[config.mk]
export PLATFORM = sky130hd
export DESIGN_NAME = sbg_cell
export DESIGN_NICKNAME = d
export VERILOG_FILES = /design/src/rtl/sbg_pkg.sv /design/src/rtl/sbg_cell.sv
export SDC_FILE = /design/constraint.sdc
export NUM_CORES = 2
export LEC_CHECK = 0
export BUFFER_PORTS_ARGS = -buffer_cell sky130_fd_sc_hd__buf_2
export CAP_MARGIN = 20
export CORE_AREA = 2 2 507 509
export CTS_CLUSTER_DIAMETER = 50
export DETAILED_ROUTE_END_ITERATION = 16
export DIE_AREA = 0 0 509 511
export SETUP_SLACK_MARGIN = 0.5
export SLEW_MARGIN = 10
export SYNTH_ARGS = -nofsm -noshare
export SYNTH_HDL_FRONTEND = slang
export SYNTH_SLANG_ARGS = --single-unit
[constraint.sdc]
create_clock -name clk -period 9.17 [get_ports clk]
set_input_delay 0.4585 -clock clk [delete_from_list [all_inputs] [get_ports clk]]
set_output_delay 0.4585 -clock clk [all_outputs]
set_load 0.02 [all_outputs]
[src/rtl/sbg_pkg.sv]
`timescale 1ns / 1ps
package sbg_pkg;

  // Expansion constants
  localparam logic [31:0] EXP_C0 = 32'h6170_7865;
  localparam logic [31:0] EXP_C3 = 32'h6b20_6574;
  localparam logic [31:0] SIG_C1 = 32'h3320_646e;
  localparam logic [31:0] SIG_C2 = 32'h7962_2d32;
  localparam logic [31:0] TAU_C1 = 32'h3120_646e;
  localparam logic [31:0] TAU_C2 = 32'h7962_2d36;

  // Register indexes on the configuration port
  localparam logic [2:0] REG_KEY0     = 3'd0;
  localparam logic [2:0] REG_KEY1     = 3'd1;
  localparam logic [2:0] REG_KEY2     = 3'd2;
  localparam logic [2:0] REG_KEY3     = 3'd3;
  localparam logic [2:0] REG_LONG_KEY = 3'd4;

  // Last phase of a double round: the cells hand over on it
  localparam logic [2:0] PH_LAST  = 3'd7;
  // Index of the final 64-bit slice of a block
  localparam logic [2:0] IDX_LAST = 3'd7;

  // Rotation of each quarter-round step
  localparam logic [1:0] STEP_A = 2'd0;
  localparam logic [1:0] STEP_B = 2'd1;
  localparam logic [1:0] STEP_C = 2'd2;
  localparam logic [1:0] STEP_D = 2'd3;

  // Word positions (a, b, c, d) of each quarter round: column round, then row round
  localparam logic [3:0] QR_IDX [2][4][4] = '{
    '{'{4'd0,  4'd4,  4'd8,  4'd12},
      '{4'd5,  4'd9,  4'd13, 4'd1},
      '{4'd10, 4'd14, 4'd2,  4'd6},
      '{4'd15, 4'd3,  4'd7,  4'd11}},
    '{'{4'd0,  4'd1,  4'd2,  4'd3},
      '{4'd5,  4'd6,  4'd7,  4'd4},
      '{4'd10, 4'd11, 4'd8,  4'd9},
      '{4'd15, 4'd12, 4'd13, 4'd14}}
  };

  typedef logic [15:0][31:0] sbg_state_t;

  typedef struct packed {
    logic [63:0] k0;
    logic [63:0] k1;
    logic [63:0] k2;
    logic [63:0] k3;
    logic        long_key;
  } sbg_key_t;

  // One block in flight between cells
  typedef struct packed {
    logic        vld;
    sbg_state_t  w;
    logic [63:0] n_lo;
    logic [63:0] n_hi;
  } sbg_blk_t;

  // Chain control shared by all cells
  typedef struct packed {
    logic       run;
    logic [2:0] ph;
  } sbg_ctl_t;

  function automatic logic [31:0] rotl_step(input logic [31:0] v, input logic [1:0] k);
    logic [31:0] r;
    case (k)
      STEP_A:  r = {v[24:0], v[31:25]};
      STEP_B:  r = {v[22:0], v[31:23]};
      STEP_C:  r = {v[18:0], v[31:19]};
      default: r = {v[13:0], v[31:14]};
    endcase
    return r;
  endfunction

  // Assemble the input matrix from key, mode and nonce block
  function automatic sbg_state_t build_init(input sbg_key_t key, input logic [63:0] n_lo,
                                            input logic [63:0] n_hi);
    sbg_state_t  w;
    logic [63:0] kb0;
    logic [63:0] kb1;
    kb0   = key.long_key ? key.k2 : key.k0;
    kb1   = key.long_key ? key.k3 : key.k1;
    w[0]  = EXP_C0;
    w[1]  = key.k0[31:0];
    w[2]  = key.k0[63:32];
    w[3]  = key.k1[31:0];
    w[4]  = key.k1[63:32];
    w[5]  = key.long_key ? SIG_C1 : TAU_C1;
    w[6]  = n_lo[31:0];
    w[7]  = n_lo[63:32];
    w[8]  = n_hi[31:0];
    w[9]  = n_hi[63:32];
    w[10] = key.long_key ? SIG_C2 : TAU_C2;
    w[11] = kb0[31:0];
    w[12] = kb0[63:32];
    w[13] = kb1[31:0];
    w[14] = kb1[63:32];
    w[15] = EXP_C3;
    return w;
  endfunction

  // One step of the four parallel quarter rounds; ph[2] picks column or row round
  function automatic sbg_state_t salsa_step(input sbg_state_t s, input logic [2:0] ph);
    sbg_state_t  r;
    logic [1:0]  k;
    logic [1:0]  kd;
    logic [1:0]  ky;
    logic [3:0]  dst;
    logic [3:0]  xi;
    logic [3:0]  yi;
    logic [31:0] sum;
    r  = s;
    k  = ph[1:0];
    kd = k + 2'd1;
    ky = k - 2'd1;
    for (int q = 0; q < 4; q++) begin
      dst    = QR_IDX[ph[2]][2'(q)][kd];
      xi     = QR_IDX[ph[2]][2'(q)][k];
      yi     = QR_IDX[ph[2]][2'(q)][ky];
      sum    = s[xi] + s[yi];
      r[dst] = s[dst] ^ rotl_step(sum, k);
    end
    return r;
  endfunction

endpackage

[src/rtl/sbg_cell.sv]
`timescale 1ns / 1ps
// One double round: a quarter-round step on every cycle while the chain runs, handover on the last phase
module sbg_cell (
  input  logic             clk,
  input  logic             rst_n,
  input  sbg_pkg::sbg_ctl_t ctl,
  input  sbg_pkg::sbg_blk_t blk_i,
  output sbg_pkg::sbg_blk_t blk_o
);

  logic                vld_r;
  sbg_pkg::sbg_state_t w_r;
  logic [63:0]         n_lo_r;
  logic [63:0]         n_hi_r;
  sbg_pkg::sbg_state_t stp;
  logic                hand;

  assign hand = (ctl.ph == sbg_pkg::PH_LAST);
  assign stp  = sbg_pkg::salsa_step(w_r, ctl.ph);

  // Hold the valid flag of the block in this cell
  always_ff @(posedge clk) begin
    if (!rst_n) begin
      vld_r <= 1'b0;
    end else if (ctl.run && hand) begin
      vld_r <= blk_i.vld;
    end
  end

  // Advance the state, or take the upstream block on handover
  always_ff @(posedge clk) begin
    if (ctl.run) begin
      if (hand) begin
        w_r    <= blk_i.w;
        n_lo_r <= blk_i.n_lo;
        n_hi_r <= blk_i.n_hi;
      end else begin
        w_r <= stp;
      end
    end
  end

  // Downstream sees this cycle's stepped state
  assign blk_o.vld  = vld_r;
  assign blk_o.w    = stp;
  assign blk_o.n_lo = n_lo_r;
  assign blk_o.n_hi = n_hi_r;

endmodule

==> results_dict.tcl <==
set metrics [dict create \
    fillers 27340 \
    port_buffers 1287 \
    drt_iter0_markers 7941 \
    seqCellArea_um2 19240 \
    drc 0 \
    yosys_most_used_dff "edfxtp_1" \
    fp.coreArea_um2 255300 \
    start_kind "primary input" \
    swShare_pct 47.45 \
    clockRootBuffer "clkbuf_16" \
    worst-setup-path-type "primary input to output pin" \
    hpwl_mm 365.6 \
    synthTopCellsByArea "edfxtp_1 39%, nand2_1 8.2%, mux2_2 6.0%" \
    holdCritPathClass "primary input to flip-flop" \
    hold_violations 0 \
    pin_count 1288 \
    drive_gt1_share_pct 30.97 \
    fmax_mhz 116.3 \
    die_area_um2 260100 \
    place_ws_ns 0.6718 \
    cts.clk_slew.worst_paths_ns 0.06 \
    wire_per_inst_um 41.02 \
    areaGrowthSynthToFinish_pct 44.18 \
    peakVddDrop_mv 0.1695 \
    final_max_slew_viol_count 0 \
    critical_path.endpoint "blk_o[259]" \
    critPathCaptureType "output pin" \
    drt-pass1-iter-count 7 \
    yosysSeqAreaShare_pct 38.54 \
    crit_start "ctl[1]" \
    cts_buffers 142 \
    yosysTopAreaCell "edfxtp_1" \
    antenna_found_initial 208 \
    slew_headroom_pct 20.86 \
    rsz0062_at_grt "no" \
    worstPathMaxFanout 29 \
    p_int_mw 9.788 \
    grt_use_met2_pct 51.51 \
    clockBufferDepth 4 \
    synth_area_um2 49910 \
    fin_setup_tns_ns 0 \
    grt_usage_pct 33.27 \
    final-setup-viol-count 0 \
    crit_arrival_ns 8.14 \
    grt_max_degree 140 \
    grt_pass1_wl_mm 572.7 \
    nNetsFinal 8149 \
    gp_congestion 1.083 \
    clkPwrFrac_pct 28.0 \
    initial_utilization_pct 19.55 \
    finalCriticalPeriod_ns 8.596 \
    worstReg2RegStart "w_r[385]$_DFFE_PP_" \
    p_switching_mw 8.838 \
    yosys.area.top_type_share_pct 38.50 \
    grt.overflow.total 0 \
    rows 186 \
    synth_cell_types 101 \
    avgSynthCellArea_um2 8.748 \
    period_share_pct 93.74 \
    wirelength_mm 451.9 \
    r2r_setup_slack_ns 2.22 \
    viasPerCell 5.469 \
    p_total_mw 18.63 \
    cts_setup_buffers 0 \
    synth_fp_nets 6422 \
    die_height_um 511 \
    cts_tree "yes" \
    grt_pass1_vias 56180 \
    clk_latency_ns 0.85 \
    power_density_nw_per_um2 258.8 \
    ys_ff_latch 641 \
    cts.sinks 641 \
    grt_use_met1_pct 37.22 \
    crit_required_ns 8.71 \
    met3_usage_pct 10.25 \
    ys_warn_count 0 \
    async_flop_share_pct 0 \
    final_area_um2 71970 \
    combPwrFrac_pct 48.8 \
    multi_input_area_um2 28370 \
    timing.final.ws_setup_ns 0.5739 \
    synth_edf_count 640 \
    skew_ns 0.1181 \
    vias 60250 \
    cts-htree-levels 4 \
    synthCells 5706 \
    tightest_slew_ns 1.187 \
    placed_area_um2 61590 \
    worstRegToRegCells 20 \
    grt-busiest-layer "met2" \
    die_w_um 509 \
    r2r_end "w_r[131]$_DFFE_PP_" \
    pwr-share-seq_pct 23.2 \
    ant_nets 0 \
    leakagePower_nw 29.37 \
    drv_cap 0 \
    status "completed" \
]
[placed cells by master (no fill, tap or decap), drive strengths merged, types with 19 or more instances in the layout]
cell type,instances
o21ai,409
or3,36
xor2,39
a21oi,401
mux2,267
nand3,92
dlygate4sd3,552
and2,33
buf,1628
clkbuf,153
edfxtp,640
mux4,103
a221oi,48
nor2,559
nand2,1096
nand2b,26
o21bai,24
inv,79
a21o,48
a31oi,87
o221ai,39
o22ai,105
o211ai,26
xnor2,67
nand4,19
o31ai,85
a22oi,36
nor3,92
ha,67
diode,101
a211oi,56
clkinv,44
and3,53
o21a,28
nor2b,19
mux2i,179
a221o,23
[how the worst min path moves through the flow]
stage                         end  cells past startpoint                from  slack [ns]
2_1_floorplan  vld_r$_SDFFE_PN0P_                      2  vld_r$_SDFFE_PN0P_        0.48
3_3_place_gp   vld_r$_SDFFE_PN0P_                      2  vld_r$_SDFFE_PN0P_        0.50
3_5_place_dp   vld_r$_SDFFE_PN0P_                      2  vld_r$_SDFFE_PN0P_        0.52
4_1_cts        w_r[240]$_DFFE_PP_                      2          blk_i[368]     0.00007
5_1_grt        w_r[349]$_DFFE_PP_                      3          blk_i[477]        0.02
6_report       w_r[331]$_DFFE_PP_                      3          blk_i[459]        0.01
[power by group through the flow]
| stage | Sequential (mW) | Combinational [mW] | Clock, mW |
|---|---|---|---|
| 4_1_cts | 4.28 | 8.82 | 5.27 |
| 3_3_place_gp | 4.34 | 8.61 | 0 |
| 6_report | 4.33 | 9.09 | 5.21 |
| 5_1_grt | 4.30 | 9.23 | 5.37 |
| 2_1_floorplan | 3.93 | 4.03 | 0 |
| 3_5_place_dp | 4.34 | 8.55 | 0 |
[cells in the mapped netlist (52+ instances only)]
| cell | n |
|---|---|
| nor2_1 | 557 |
| clkbuf_1 | 485 |
| nor3_1 | 92 |
| xnor2_1 | 62 |
| edfxtp_1 | 640 |
| mux2i_1 | 178 |
| nand2_1 | 1096 |
| o21ai_0 | 371 |
| ha_1 | 67 |
| inv_1 | 55 |
| nand3_1 | 92 |
| a31oi_1 | 87 |
| buf_2 | 52 |
| mux2_2 | 267 |
| o31ai_1 | 84 |
| a21oi_1 | 399 |
| mux4_2 | 103 |
| o22ai_1 | 105 |
| and3_1 | 53 |
[critical path, cell delays in order]
cell,delay [ns]
buf_4,0.41
inv_1,0.21
ha_4,0.54
nand2b_1,0.15
buf_4,0.19
nand2_1,0.12
nand2_1,0.30
buf_4,0.27
mux4_2,0.26
o22ai_1,0.09
a21oi_1,0.20
ha_1,0.37
inv_1,0.11
fa_1,0.47
nand2b_1,0.19
a21oi_1,0.29
o21ai_2,0.22
a2111oi_0,0.51
buf_4,0.20
or3_1,0.14
and2_1,0.19
nand2_1,0.07
a32oi_1,0.77
buf_4,0.24
mux2i_1,0.49
buf_4,0.21
nand2b_1,0.16
buf_2,0.22
[layer usage]
| metal | vias up | wire length (µm) |
|---|---|---|
| met5 | - | 889 |
| met4 | 138 | 49390 |
| met3 | 1378 | 44680 |
| met2 | 4487 | 196200 |
| met1 | 29490 | 160700 |
| li1 | 24760 | - |
[layout make-up]
class / count / share of cell area (%)
multi-input combinational: 4412 / 39.42
sequential: 641 / 26.73
timing repair buffer: 2180 / 20.92
tap: 3384 / 5.883
clock buffer: 153 / 5.082
clock inverter: 90 / 1.307
antenna: 101 / 0.3512
inverter: 56 / 0.2956
[registers in the layout (all words and copies together), names as in the netlist]
name and cells:
n_hi_r 64, w_r 512, vld_r 1, n_lo_r 64
[cell families after synthesis]
kind of cell,Yosys count,synth area share [%]
adders and majority gates,69,1.760
muxes,549,14.27
AOI/OAI and AO/OA,1618,21.00
DFF,641,38.54
and+or+nand+nor,2069,17.31
buffers and inverters,653,5.119
xor gates and xnor gates,107,1.998
[through the flow]
stage	util, %	hold WS (ns)	cells
2_1_floorplan	-	0.4840	5706
3_3_place_gp	24.12	0.5050	10120
3_5_place_dp	24.12	0.5166	10120
4_1_cts	28.09	0.00007283	10920
5_1_grt	28.14	0.02358	10960
6_report	28.19	0.01025	11020
[repair_timing]
action	4_1_cts	5_1_grt
setup endpoints to repair	0	1
hold endpoints to repair	551	0
gates resized for setup	0	1
hold buffers	552	0
No activity file was read; power rests on OpenSTA's default activity.
